--- config.mk ---
export PLATFORM = sky130hd
export DESIGN_NAME = srt_timestamp_pair_parser_core
export DESIGN_NICKNAME = d
export VERILOG_FILES = /design/src/hw/rtl/srtp_pkg.sv /design/src/hw/rtl/srt_timestamp_pair_parser_core.sv /design/src/hw/rtl/srtp_ms_conv.sv
export SDC_FILE = /design/constraint.sdc
export NUM_CORES = 1
export LEC_CHECK = 0
export BUFFER_PORTS_ARGS = -buffer_cell sky130_fd_sc_hd__buf_2
export CAP_MARGIN = 20
export CORE_MARGIN = 1
export CORE_UTILIZATION = 45
export CTS_CLUSTER_DIAMETER = 30
export DETAILED_ROUTE_END_ITERATION = 7
export GPL_TIMING_DRIVEN = 0
export PLACE_DENSITY_LB_ADDON = 0.15
export SLEW_MARGIN = 20
export SYNTH_ARGS = -nofsm -noshare
export SYNTH_HDL_FRONTEND = slang
export SYNTH_SLANG_ARGS = --single-unit
export TNS_END_PERCENT = 50
--- constraint.sdc ---
create_clock -name i_clk -period 10.05 [get_ports i_clk]
set_input_delay 3.015 -clock i_clk [delete_from_list [all_inputs] [get_ports i_clk]]
set_output_delay 3.015 -clock i_clk [all_outputs]
set_load 0.005 [all_outputs]
--- src/hw/rtl/srtp_pkg.sv ---
// shared types, constants and helper functions for the srt timestamp pair parser
// no dependencies; used by srtp_ms_conv and srt_timestamp_pair_parser_core
package srtp_pkg;

    // window and result widths
    localparam int WIN_LEN    = 12;
    localparam int NUM_DIGITS = 9;
    localparam int TIME_W     = 29;
    localparam int CHAR_W     = 8;
    localparam int CNT_W      = 2;
    localparam int CSM_W      = 4;

    // stream packing widths
    localparam int IN_DATA_W  = 8;
    localparam int OUT_DATA_W = 64;
    localparam int OUT_USER_W = 2;

    // fixed characters of the pattern dd:dd:dd,ddd
    localparam logic [CHAR_W-1:0] CHAR_COLON = 8'h3A;
    localparam logic [CHAR_W-1:0] CHAR_COMMA = 8'h2C;
    localparam logic [CHAR_W-1:0] CHAR_ZERO  = 8'h30;
    localparam logic [CHAR_W-1:0] CHAR_NINE  = 8'h39;

    // window slots of the separators
    localparam int POS_COLON_A = 2;
    localparam int POS_COLON_B = 5;
    localparam int POS_COMMA   = 8;

    // window slots of the digits, hours tens first
    localparam int DIGIT_POS [NUM_DIGITS] = '{0, 1, 3, 4, 6, 7, 9, 10, 11};

    // millisecond weight of each digit, same order as DIGIT_POS
    localparam logic [TIME_W-1:0] DIGIT_WEIGHT [NUM_DIGITS] = '{
        29'd36000000, 29'd3600000, 29'd600000, 29'd60000,
        29'd10000,    29'd1000,    29'd100,    29'd10,     29'd1
    };

    // match count values
    localparam logic [CNT_W-1:0] CNT_NONE = 2'd0;
    localparam logic [CNT_W-1:0] CNT_ONE  = 2'd1;
    localparam logic [CNT_W-1:0] CNT_TWO  = 2'd2;

    // bytes since last match, saturating at the window length
    localparam logic [CSM_W-1:0] CSM_FULL = 4'(WIN_LEN);

    // one timestamp as nine decimal digits
    typedef logic [NUM_DIGITS-1:0][3:0] t_bcd;

    // finished line waiting for conversion
    typedef struct packed {
        t_bcd first_bcd;
        t_bcd second_bcd;
        logic start_found;
        logic pair_found;
    } t_pend;

    function automatic logic is_digit(input logic [CHAR_W-1:0] c);
        return (c >= CHAR_ZERO) && (c <= CHAR_NINE);
    endfunction

    // weighted sum of the nine digits
    function automatic logic [TIME_W-1:0] bcd_to_ms(input t_bcd b);
        logic [TIME_W-1:0] acc;
        acc = '0;
        for (int i = 0; i < NUM_DIGITS; i++) begin
            acc = acc + (TIME_W'(b[i]) * DIGIT_WEIGHT[i]);
        end
        return acc;
    endfunction

endpackage

--- src/hw/rtl/srt_timestamp_pair_parser_core.sv ---
// An accepted tlast beat fills the line register, which then loads the output register.
// Throughput: one character beat per cycle unless stalled; the window shift and the twelve-slot
// compare run in the accept cycle, the millisecond conversion in the output stage.
// Input stalls only while both the line register and the output register are full.
// Reset (synchronous, active low) clears the window, match state and both valid flags.
// Depends on srtp_pkg and srtp_ms_conv.
module srt_timestamp_pair_parser_core (
    input  logic                              i_clk,
    input  logic                              i_rst_n,
    input  logic                              s_axis_tvalid,
    output logic                              s_axis_tready,
    input  logic [srtp_pkg::IN_DATA_W-1:0]    s_axis_tdata,  // [7:0] char_code
    input  logic                              s_axis_tlast,  // line_end
    output logic                              m_axis_tvalid,
    input  logic                              m_axis_tready,
    output logic [srtp_pkg::OUT_DATA_W-1:0]   m_axis_tdata,  // [28:0] start_ms, [57:29] end_ms
    output logic [srtp_pkg::OUT_USER_W-1:0]   m_axis_tuser   // [0] start_found, [1] pair_found
);

    logic [srtp_pkg::CHAR_W-1:0] r_win [srtp_pkg::WIN_LEN];
    logic [srtp_pkg::CHAR_W-1:0] n_win [srtp_pkg::WIN_LEN];
    logic [srtp_pkg::CNT_W-1:0]  r_cnt;
    logic [srtp_pkg::CNT_W-1:0]  n_cnt;
    logic [srtp_pkg::CSM_W-1:0]  r_csm;
    logic [srtp_pkg::CSM_W-1:0]  n_csm;
    srtp_pkg::t_bcd              r_first_bcd;
    srtp_pkg::t_bcd              n_first_bcd;
    srtp_pkg::t_bcd              r_second_bcd;
    srtp_pkg::t_bcd              n_second_bcd;
    srtp_pkg::t_bcd              win_bcd;
    srtp_pkg::t_pend             r_pend;
    srtp_pkg::t_pend             n_pend;
    logic                        r_pend_valid;
    logic                        win_match;
    logic                        take;
    logic                        accept;
    logic                        conv_ready;
    logic [srtp_pkg::TIME_W-1:0] start_ms;
    logic [srtp_pkg::TIME_W-1:0] end_ms;
    logic                        start_found;
    logic                        pair_found;

    assign s_axis_tready = !r_pend_valid || conv_ready;
    assign accept        = s_axis_tvalid && s_axis_tready;

    // window after shifting in the new character
    always_comb begin
        for (int i = 0; i < srtp_pkg::WIN_LEN - 1; i++) begin
            n_win[i] = r_win[i + 1];
        end
        n_win[srtp_pkg::WIN_LEN - 1] = s_axis_tdata;
    end

    // pattern compare and digit extraction on the shifted window
    always_comb begin
        win_match = (n_win[srtp_pkg::POS_COLON_A] == srtp_pkg::CHAR_COLON)
                 && (n_win[srtp_pkg::POS_COLON_B] == srtp_pkg::CHAR_COLON)
                 && (n_win[srtp_pkg::POS_COMMA] == srtp_pkg::CHAR_COMMA);
        for (int i = 0; i < srtp_pkg::NUM_DIGITS; i++) begin
            win_match  = win_match && srtp_pkg::is_digit(n_win[srtp_pkg::DIGIT_POS[i]]);
            win_bcd[i] = n_win[srtp_pkg::DIGIT_POS[i]][3:0];
        end
    end

    // match bookkeeping: at most two non-overlapping matches per line
    always_comb begin
        n_csm        = (r_csm < srtp_pkg::CSM_FULL) ? r_csm + 4'd1 : r_csm;
        n_cnt        = r_cnt;
        n_first_bcd  = r_first_bcd;
        n_second_bcd = r_second_bcd;
        take         = (r_cnt < srtp_pkg::CNT_TWO) && (n_csm >= srtp_pkg::CSM_FULL)
                    && win_match;
        if (take) begin
            n_csm = '0;
            n_cnt = r_cnt + 2'd1;
            if (r_cnt == srtp_pkg::CNT_NONE) begin
                n_first_bcd = win_bcd;
            end else begin
                n_second_bcd = win_bcd;
            end
        end
        n_pend.first_bcd   = n_first_bcd;
        n_pend.second_bcd  = n_second_bcd;
        n_pend.start_found = (n_cnt >= srtp_pkg::CNT_ONE);
        n_pend.pair_found  = (n_cnt >= srtp_pkg::CNT_TWO);
    end

    // line state: window, counters and captured digits, cleared at line end
    always_ff @(posedge i_clk) begin
        if (!i_rst_n) begin
            for (int i = 0; i < srtp_pkg::WIN_LEN; i++) begin
                r_win[i] <= '0;
            end
            r_cnt        <= srtp_pkg::CNT_NONE;
            r_csm        <= srtp_pkg::CSM_FULL;
            r_first_bcd  <= '0;
            r_second_bcd <= '0;
        end else if (accept) begin
            if (s_axis_tlast) begin
                for (int i = 0; i < srtp_pkg::WIN_LEN; i++) begin
                    r_win[i] <= '0;
                end
                r_cnt        <= srtp_pkg::CNT_NONE;
                r_csm        <= srtp_pkg::CSM_FULL;
                r_first_bcd  <= '0;
                r_second_bcd <= '0;
            end else begin
                r_win        <= n_win;
                r_cnt        <= n_cnt;
                r_csm        <= n_csm;
                r_first_bcd  <= n_first_bcd;
                r_second_bcd <= n_second_bcd;
            end
        end
    end

    // finished-line register valid flag
    always_ff @(posedge i_clk) begin
        if (!i_rst_n) begin
            r_pend_valid <= 1'b0;
        end else if (accept && s_axis_tlast) begin
            r_pend_valid <= 1'b1;
        end else if (conv_ready) begin
            r_pend_valid <= 1'b0;
        end
    end

    // finished-line payload
    always_ff @(posedge i_clk) begin
        if (accept && s_axis_tlast) begin
            r_pend <= n_pend;
        end
    end

    srtp_ms_conv u_ms_conv (
        .i_clk         (i_clk),
        .i_rst_n       (i_rst_n),
        .i_valid       (r_pend_valid),
        .o_ready       (conv_ready),
        .i_pend        (r_pend),
        .o_valid       (m_axis_tvalid),
        .i_ready       (m_axis_tready),
        .o_start_ms    (start_ms),
        .o_end_ms      (end_ms),
        .o_start_found (start_found),
        .o_pair_found  (pair_found)
    );

    // output beat packing
    assign m_axis_tdata = {6'd0, end_ms, start_ms};
    assign m_axis_tuser = {pair_found, start_found};

endmodule

--- src/hw/rtl/srtp_ms_conv.sv ---
// output stage: converts the captured digits of a finished line to milliseconds
// and holds the result beat; depends on srtp_pkg
module srtp_ms_conv (
    input  logic                        i_clk,
    input  logic                        i_rst_n,
    input  logic                        i_valid,
    output logic                        o_ready,
    input  srtp_pkg::t_pend             i_pend,
    output logic                        o_valid,
    input  logic                        i_ready,
    output logic [srtp_pkg::TIME_W-1:0] o_start_ms,
    output logic [srtp_pkg::TIME_W-1:0] o_end_ms,
    output logic                        o_start_found,
    output logic                        o_pair_found
);

    logic                        r_valid;
    logic [srtp_pkg::TIME_W-1:0] r_start_ms;
    logic [srtp_pkg::TIME_W-1:0] r_end_ms;
    logic                        r_start_found;
    logic                        r_pair_found;
    logic [srtp_pkg::TIME_W-1:0] n_start_ms;
    logic [srtp_pkg::TIME_W-1:0] n_end_ms;

    // stage can load when empty or when its beat leaves
    assign o_ready = !r_valid || i_ready;

    // digit to millisecond conversion, zero when not found
    always_comb begin
        n_start_ms = i_pend.start_found ? srtp_pkg::bcd_to_ms(i_pend.first_bcd) : '0;
        n_end_ms   = i_pend.pair_found ? srtp_pkg::bcd_to_ms(i_pend.second_bcd) : '0;
    end

    // valid flag
    always_ff @(posedge i_clk) begin
        if (!i_rst_n) begin
            r_valid <= 1'b0;
        end else if (o_ready) begin
            r_valid <= i_valid;
        end
    end

    // result payload
    always_ff @(posedge i_clk) begin
        if (o_ready && i_valid) begin
            r_start_ms    <= n_start_ms;
            r_end_ms      <= n_end_ms;
            r_start_found <= i_pend.start_found;
            r_pair_found  <= i_pend.pair_found;
        end
    end

    assign o_valid       = r_valid;
    assign o_start_ms    = r_start_ms;
    assign o_end_ms      = r_end_ms;
    assign o_start_found = r_start_found;
    assign o_pair_found  = r_pair_found;

endmodule
Yosys cells after proc, flatten, opt, wreduce, memory -nomap -nowiden:

Index checks and enable logic that the tools add are counted.

* bits in registers: 302
* input port bits: 13
* output and inout port bits: 68
* word-level logic and storage cells: 162

* add/subtract/negate cells: 18
* multipliers: 16
* order comparisons: 23
* equality and inequality tests: 3
* multiplexer cells: 14
* reduce and logical (&&, ||, !) cells: 31

Operators with widths (number)
* $mux 36: 6
* $mux 88: 1
* $ge 8x6->1 const B: 9
* $le 8x6->1 const B: 9
* $add 29x11->29: 2
* $add 29x14->29: 2
* $add 29x18->29: 2
* $add 29x20->29: 2
* $add 29x24->29: 2
* $add 29x26->29: 2
* $add 29x4->29: 2
* $add 29x8->29: 2
* $mul 4x18->21 const B: 2
* $mul 4x15->19 const B: 2
* $mul 4x14->18 const B: 2
* $mul 4x11->15 const B: 2
* $mul 4x10->14 const B: 2
* $logic_and 1x1->1: 25
* $eq 8x6->1 const B: 3
* $mul 4x7->11 const B: 2
* $mul 4x5->9 const B: 2
* $mul 4x3->7 const B: 2
* $mux 4: 3
* $add 4x1->4 const B: 1
* 12 further kinds: 16

Logic depth before layout (Yosys ltp):

* depth in word-level cells: 15
* mapped depth: 28
* gate-level depth less buffers: 28

By module:

A second synthesis with hierarchy kept.

* cells, all modules: 2490
* area, all modules: 25999.9 µm²

By module, submodules not included
* srtp_ms_conv: times used 1, cells an instance 1678, area an instance 16064.2 µm², sequential area each 1821.7 µm²
* srt_timestamp_pair_parser_core: times used 1, cells an instance 812, area an instance 9935.8 µm², sequential area each 5565.3 µm²

Worst setup path after synthesis:

No wires, ideal clock.

* path type: register to register
* start: reg r_pend[60] (netlist bit)
* end: reg u_ms_conv.r_start_ms, in the netlist u_ms_conv.o_start_ms[26] (data pin)
* library setup time: 0.258 ns
* data arrival time: 6.974 ns
* required time: 9.792 ns
* slack: 2.818 ns
* stages on the path, launching flop included: 28
* path buffers: 0
* clock period less this slack: 7.232 ns
* cells stage by stage: edfxtp_1 fa_1 inv_1 fa_1 inv_1 ha_1 a21oi_1 nand2b_1 a21oi_1 or2_2 a22o_1 a21oi_1 xnor2_1 fa_1 fa_1 inv_1 fa_1 inv_1 ha_1 ha_1 and4_1 and2_1 a2111oi_2 o21ai_1 a31o_2 a21o_1 a21o_1 mux2i_1

* word-level cells in the longest chain between the ends: 5

Ends and longest elaborated chain
* start, declared: RTL line srt_timestamp_pair_parser_core.sv:31 `srtp_pkg::t_pend r_pend;`
* start signal, assigned: RTL line srt_timestamp_pair_parser_core.sv:131 `r_pend <= n_pend;`
* $mul 4x7->11: RTL line srtp_pkg.sv:66 `acc = acc + (TIME_W'(b[i]) * DIGIT_WEIGHT[i]);`
* $add 29x14->29: RTL line srtp_pkg.sv:66
* $add 29x11->29: RTL line srtp_pkg.sv:66
* $add 29x8->29: RTL line srtp_pkg.sv:66
* $add 29x4->29: RTL line srtp_pkg.sv:66
* end signal, assigned: RTL line srtp_ms_conv.sv:46 `r_start_ms <= n_start_ms;`
* end, declared: RTL line srtp_ms_conv.sv:18 `logic [srtp_pkg::TIME_W-1:0] r_start_ms;`

Every way passes these cells.
A chain may end at the register's enable or synchronous reset.

Final worst setup path:

Same ends and word-level chain as after synthesis.

==> impl_results.md <==
* Vias in the first global route at roughly 18000
* Worst EP required at 10.34 ns
* Crit path time final at about 8.1 ns
* Global route overflow at 0
* Initial drt markers at between 1000 and 1500
* CP dominant cell by count: fa_1
* Post-CTS resize count at 0
* Async set-reset flop share out of synthesis at 0%
* Final Instance Area at 29300 µm²
* Cell Area, Synth at 25500 µm²
* PortBufs at 74
* # hold bufs at CTS at 0
* Post-synth EDFFs at 134
* Synth Instances at 2487
* Yosys warnings at 0
* Power Density at between 150 and 200 nW/µm²
* Distinct cells, synth at 76
* # IOs at 81
* Nets@finish at about 3200
* Total Wirelength at 60.1 mm
* Pwr Total at 4.64 mW
* Clock latency on the worst-skew pair at 0.60 ns
* First-pass GRT wire length at 96.4 mm
* Switching share of power at about 29%
* Layout fillers at 5002
* Worst Reg-to-Reg Cells at 27
* Final setup viols at 0
* Crit start category: register
* Gpl congestion at 0.871
* Die Height at around 240 µm
* Leak Pwr at roughly 14 nW
* Hold Violations, Final at 0
* Core area at ~56000 µm²
* Clock Skews at 0.0545 ns
* Routed vias at 18200
* Avg Synthesized Cell Area at approximately 10 µm²
* Maximum VDD drop at about 0.00014 V
* Die Wd at roughly 240 µm
* Dpl cell area at 26900 µm²
* Die area at 57500 µm²
* Clk sink count at between 300 and 400
* Worst-path fanout max at 6
* Status: finished clean
* DP HPWL at 48.5 mm
* Cell family with most CP delay: adder cells
* Register bit total from synthesis at 302
* Reg power frac at approximately 29%
* CP Buf/Inv Count at 4
* Largest stage delay, worst path at 0.63 ns
* Share of layout cells above drive strength 1 at 11.7%
* RSZ-0062 raised after global routing: false
* CTS buffer count at 72
* Total track usage at 21.3%
* CP endpoint kind: register
* Initial Utilization at 45.8%
* P_sw at approximately 1.3 mW
* DRT Pass-1 Iters at 5
* Top FF cell, synth: dfxtp_1
* Worst Hold Class: reg -> reg
* Post-layout util at 52.9%
* Drt drc at 0
* Min-Delay Path Depth at 2
* Initial antenna violation count at 0
* Arrival @ worst endpoint at 8.39 ns
* Clock power share at 50.2%
* Sequential fraction of the synthesis area at 29.0%
* Clock transition at path regs at 0.05 ns
* Number of max-cap violations at 0
* Slew @ Worst Pin at 1.19 ns
* Via density at ~5.3
* Postcts setup bufs at 0
* Slew Viols, Final at 0
* CTS tree: yes
* Slew headroom at around 20%
* Crit path depth at 27
* Final worst-path cycle share at 80.6%
* Kind of critical path: reg -> reg
* Wire per inst at ~17 µm
* CTS Buffer Depth at 3
* Detail Route Antenna Nets at 0
* Slowest CP cell: fa_1
* Largest net degree at the start of global routing at 49
* Max H-tree Level at 3
* Area grow syn2layout at 15.3%
* Internal power at between 3 and 4 mW
* Combinational power share at 21.1%
* Row cnt at between 80 and 90
* Root buffer cell: clkbuf_16
* Post-Route Setup TNS at 0 ns
* Peak Freq at between 100 and 150 MHz
worst register-to-register path, delay by kind of cell (launching register included):
family / cells / cell delay, ns
XOR/XNOR: 1 / 0.27
AO/OA/AOI/OAI: 9 / 2.10
flip-flops: 1 / 0.54
buffers and inverters: 4 / 0.25
adder cells (fa/ha/maj): 8 / 3.67
AND/OR/NAND/NOR: 4 / 0.82
multiplexers: 1 / 0.13
cells in the final DEF (no fill, tap or decap), types with 53 or more instances in the layout:
master / count
fa_1: 188
buf_2: 83
inv_1: 283
clkbuf_1: 71
nand3b_1: 91
a22o_1: 74
clkbuf_16: 72
xor2_1: 53
dfxtp_1: 168
o21ai_0: 69
mux2_2: 69
edfxtp_1: 134
nor2_1: 83
nand2_1: 171
ha_1: 361
a21oi_1: 191
xnor2_1: 93
final cells by class:
type	count	area, µm²	area share (%)
multi-input combinational	1816	16600	56.5
inverter	286	1080	3.67
clock inverter	42	561	1.91
antenna	1	2.50	0.00853
buffer	88	439	1.50
timing repair buffer	77	445	1.52
clock buffer	88	1920	6.55
sequential	302	7390	25.2
tap	748	936	3.19
routing by layer:
| layer | part of all wire [%] | GRT usage (%) |
|---|---|---|
| met4 | 2.3 | 6.50 |
| met3 | 3.5 | 2.90 |
| met2 | 46 | 34.6 |
| met5 | 0 | 0 |
| met1 | 48 | 29.4 |
cell usage after synthesis, drive strengths merged (11+ instances only):
| cell | count | area (µm²) |
|---|---|---|
| inv | 285 | 1070 |
| ha | 361 | 4520 |
| a22o | 74 | 648 |
| o21bai | 18 | 135 |
| nand4 | 18 | 113 |
| fa | 188 | 3760 |
| edfxtp | 134 | 4020 |
| nor2b | 26 | 163 |
| nand3b | 91 | 683 |
| and2 | 28 | 175 |
| buf | 27 | 210 |
| o21ai | 70 | 350 |
| a21o | 51 | 383 |
| xor2 | 53 | 464 |
| a21oi | 191 | 956 |
| mux2 | 72 | 811 |
| o21a | 16 | 120 |
| clkbuf | 61 | 229 |
| nand2 | 172 | 648 |
| nor3 | 15 | 86.3 |
| dfxtp | 168 | 3360 |
| nor2 | 85 | 329 |
| xnor2 | 93 | 815 |
| nand4b | 11 | 96.3 |
| a31oi | 17 | 106 |
| nand2b | 14 | 87.6 |
| nand3 | 26 | 130 |
worst paths after layout:
| path | start | end | slack [ns] |
|---|---|---|---|
| setup / recovery | r_pend[60] | u_ms_conv.o_start_ms[26] | 1.95 |
| hold / removal | n_win[95] | n_win[95] | 0.45 |
| setup reg to reg | r_pend[60] | u_ms_conv.o_start_ms[26] | 1.95 |
| hold reg to reg | n_win[95] | n_win[95] | 0.45 |
flip-flops by register name, summed over array words and instances, names as in the netlist, 2 cells and up:
signal,cells
n_win,88
r_cnt,2
r_csm,4
r_first_bcd,36
r_pend,74
r_second_bcd,36
u_ms_conv.o_end_ms,29
u_ms_conv.o_start_ms,29
logic make-up (layout without fill, tap and decap cells):
kind of cell             Yosys count  after routing  synth area share, %
AO/OA/AOI/OAI                    499            499                 12.6
XOR/XNOR                         146            146                 5.02
adder cells (fa/ha/maj)          549            549                 32.5
buffers and inverters            374            581                 5.94
flip-flops                       302            302                 29.0
multiplexers                      75             75                 3.30
other                              1              7               0.0147
AND/OR/NAND/NOR                  541            541                 11.5
metrics by stage:
stage	instances	hold slack, ns	worst slack (ns)
after floorplan	2492	0.424	2.82
after global placement	3314	0.439	2.13
after detailed placement	3317	0.451	2.08
after CTS	3447	0.457	2.00
after global routing	3447	0.481	1.61
final	3448	0.453	1.95
power by group through the flow:
stage                     Clock [mW]  Combinational, mW  Sequential, mW
after floorplan                    0              0.743            1.35
after global placement             0              0.957            1.36
after detailed placement           0              0.976            1.35
after CTS                       2.36              0.985            1.33
after global routing            2.44               1.12            1.33
final                           2.33              0.979            1.33
Note: power is estimated with default switching activity, not from simulation.
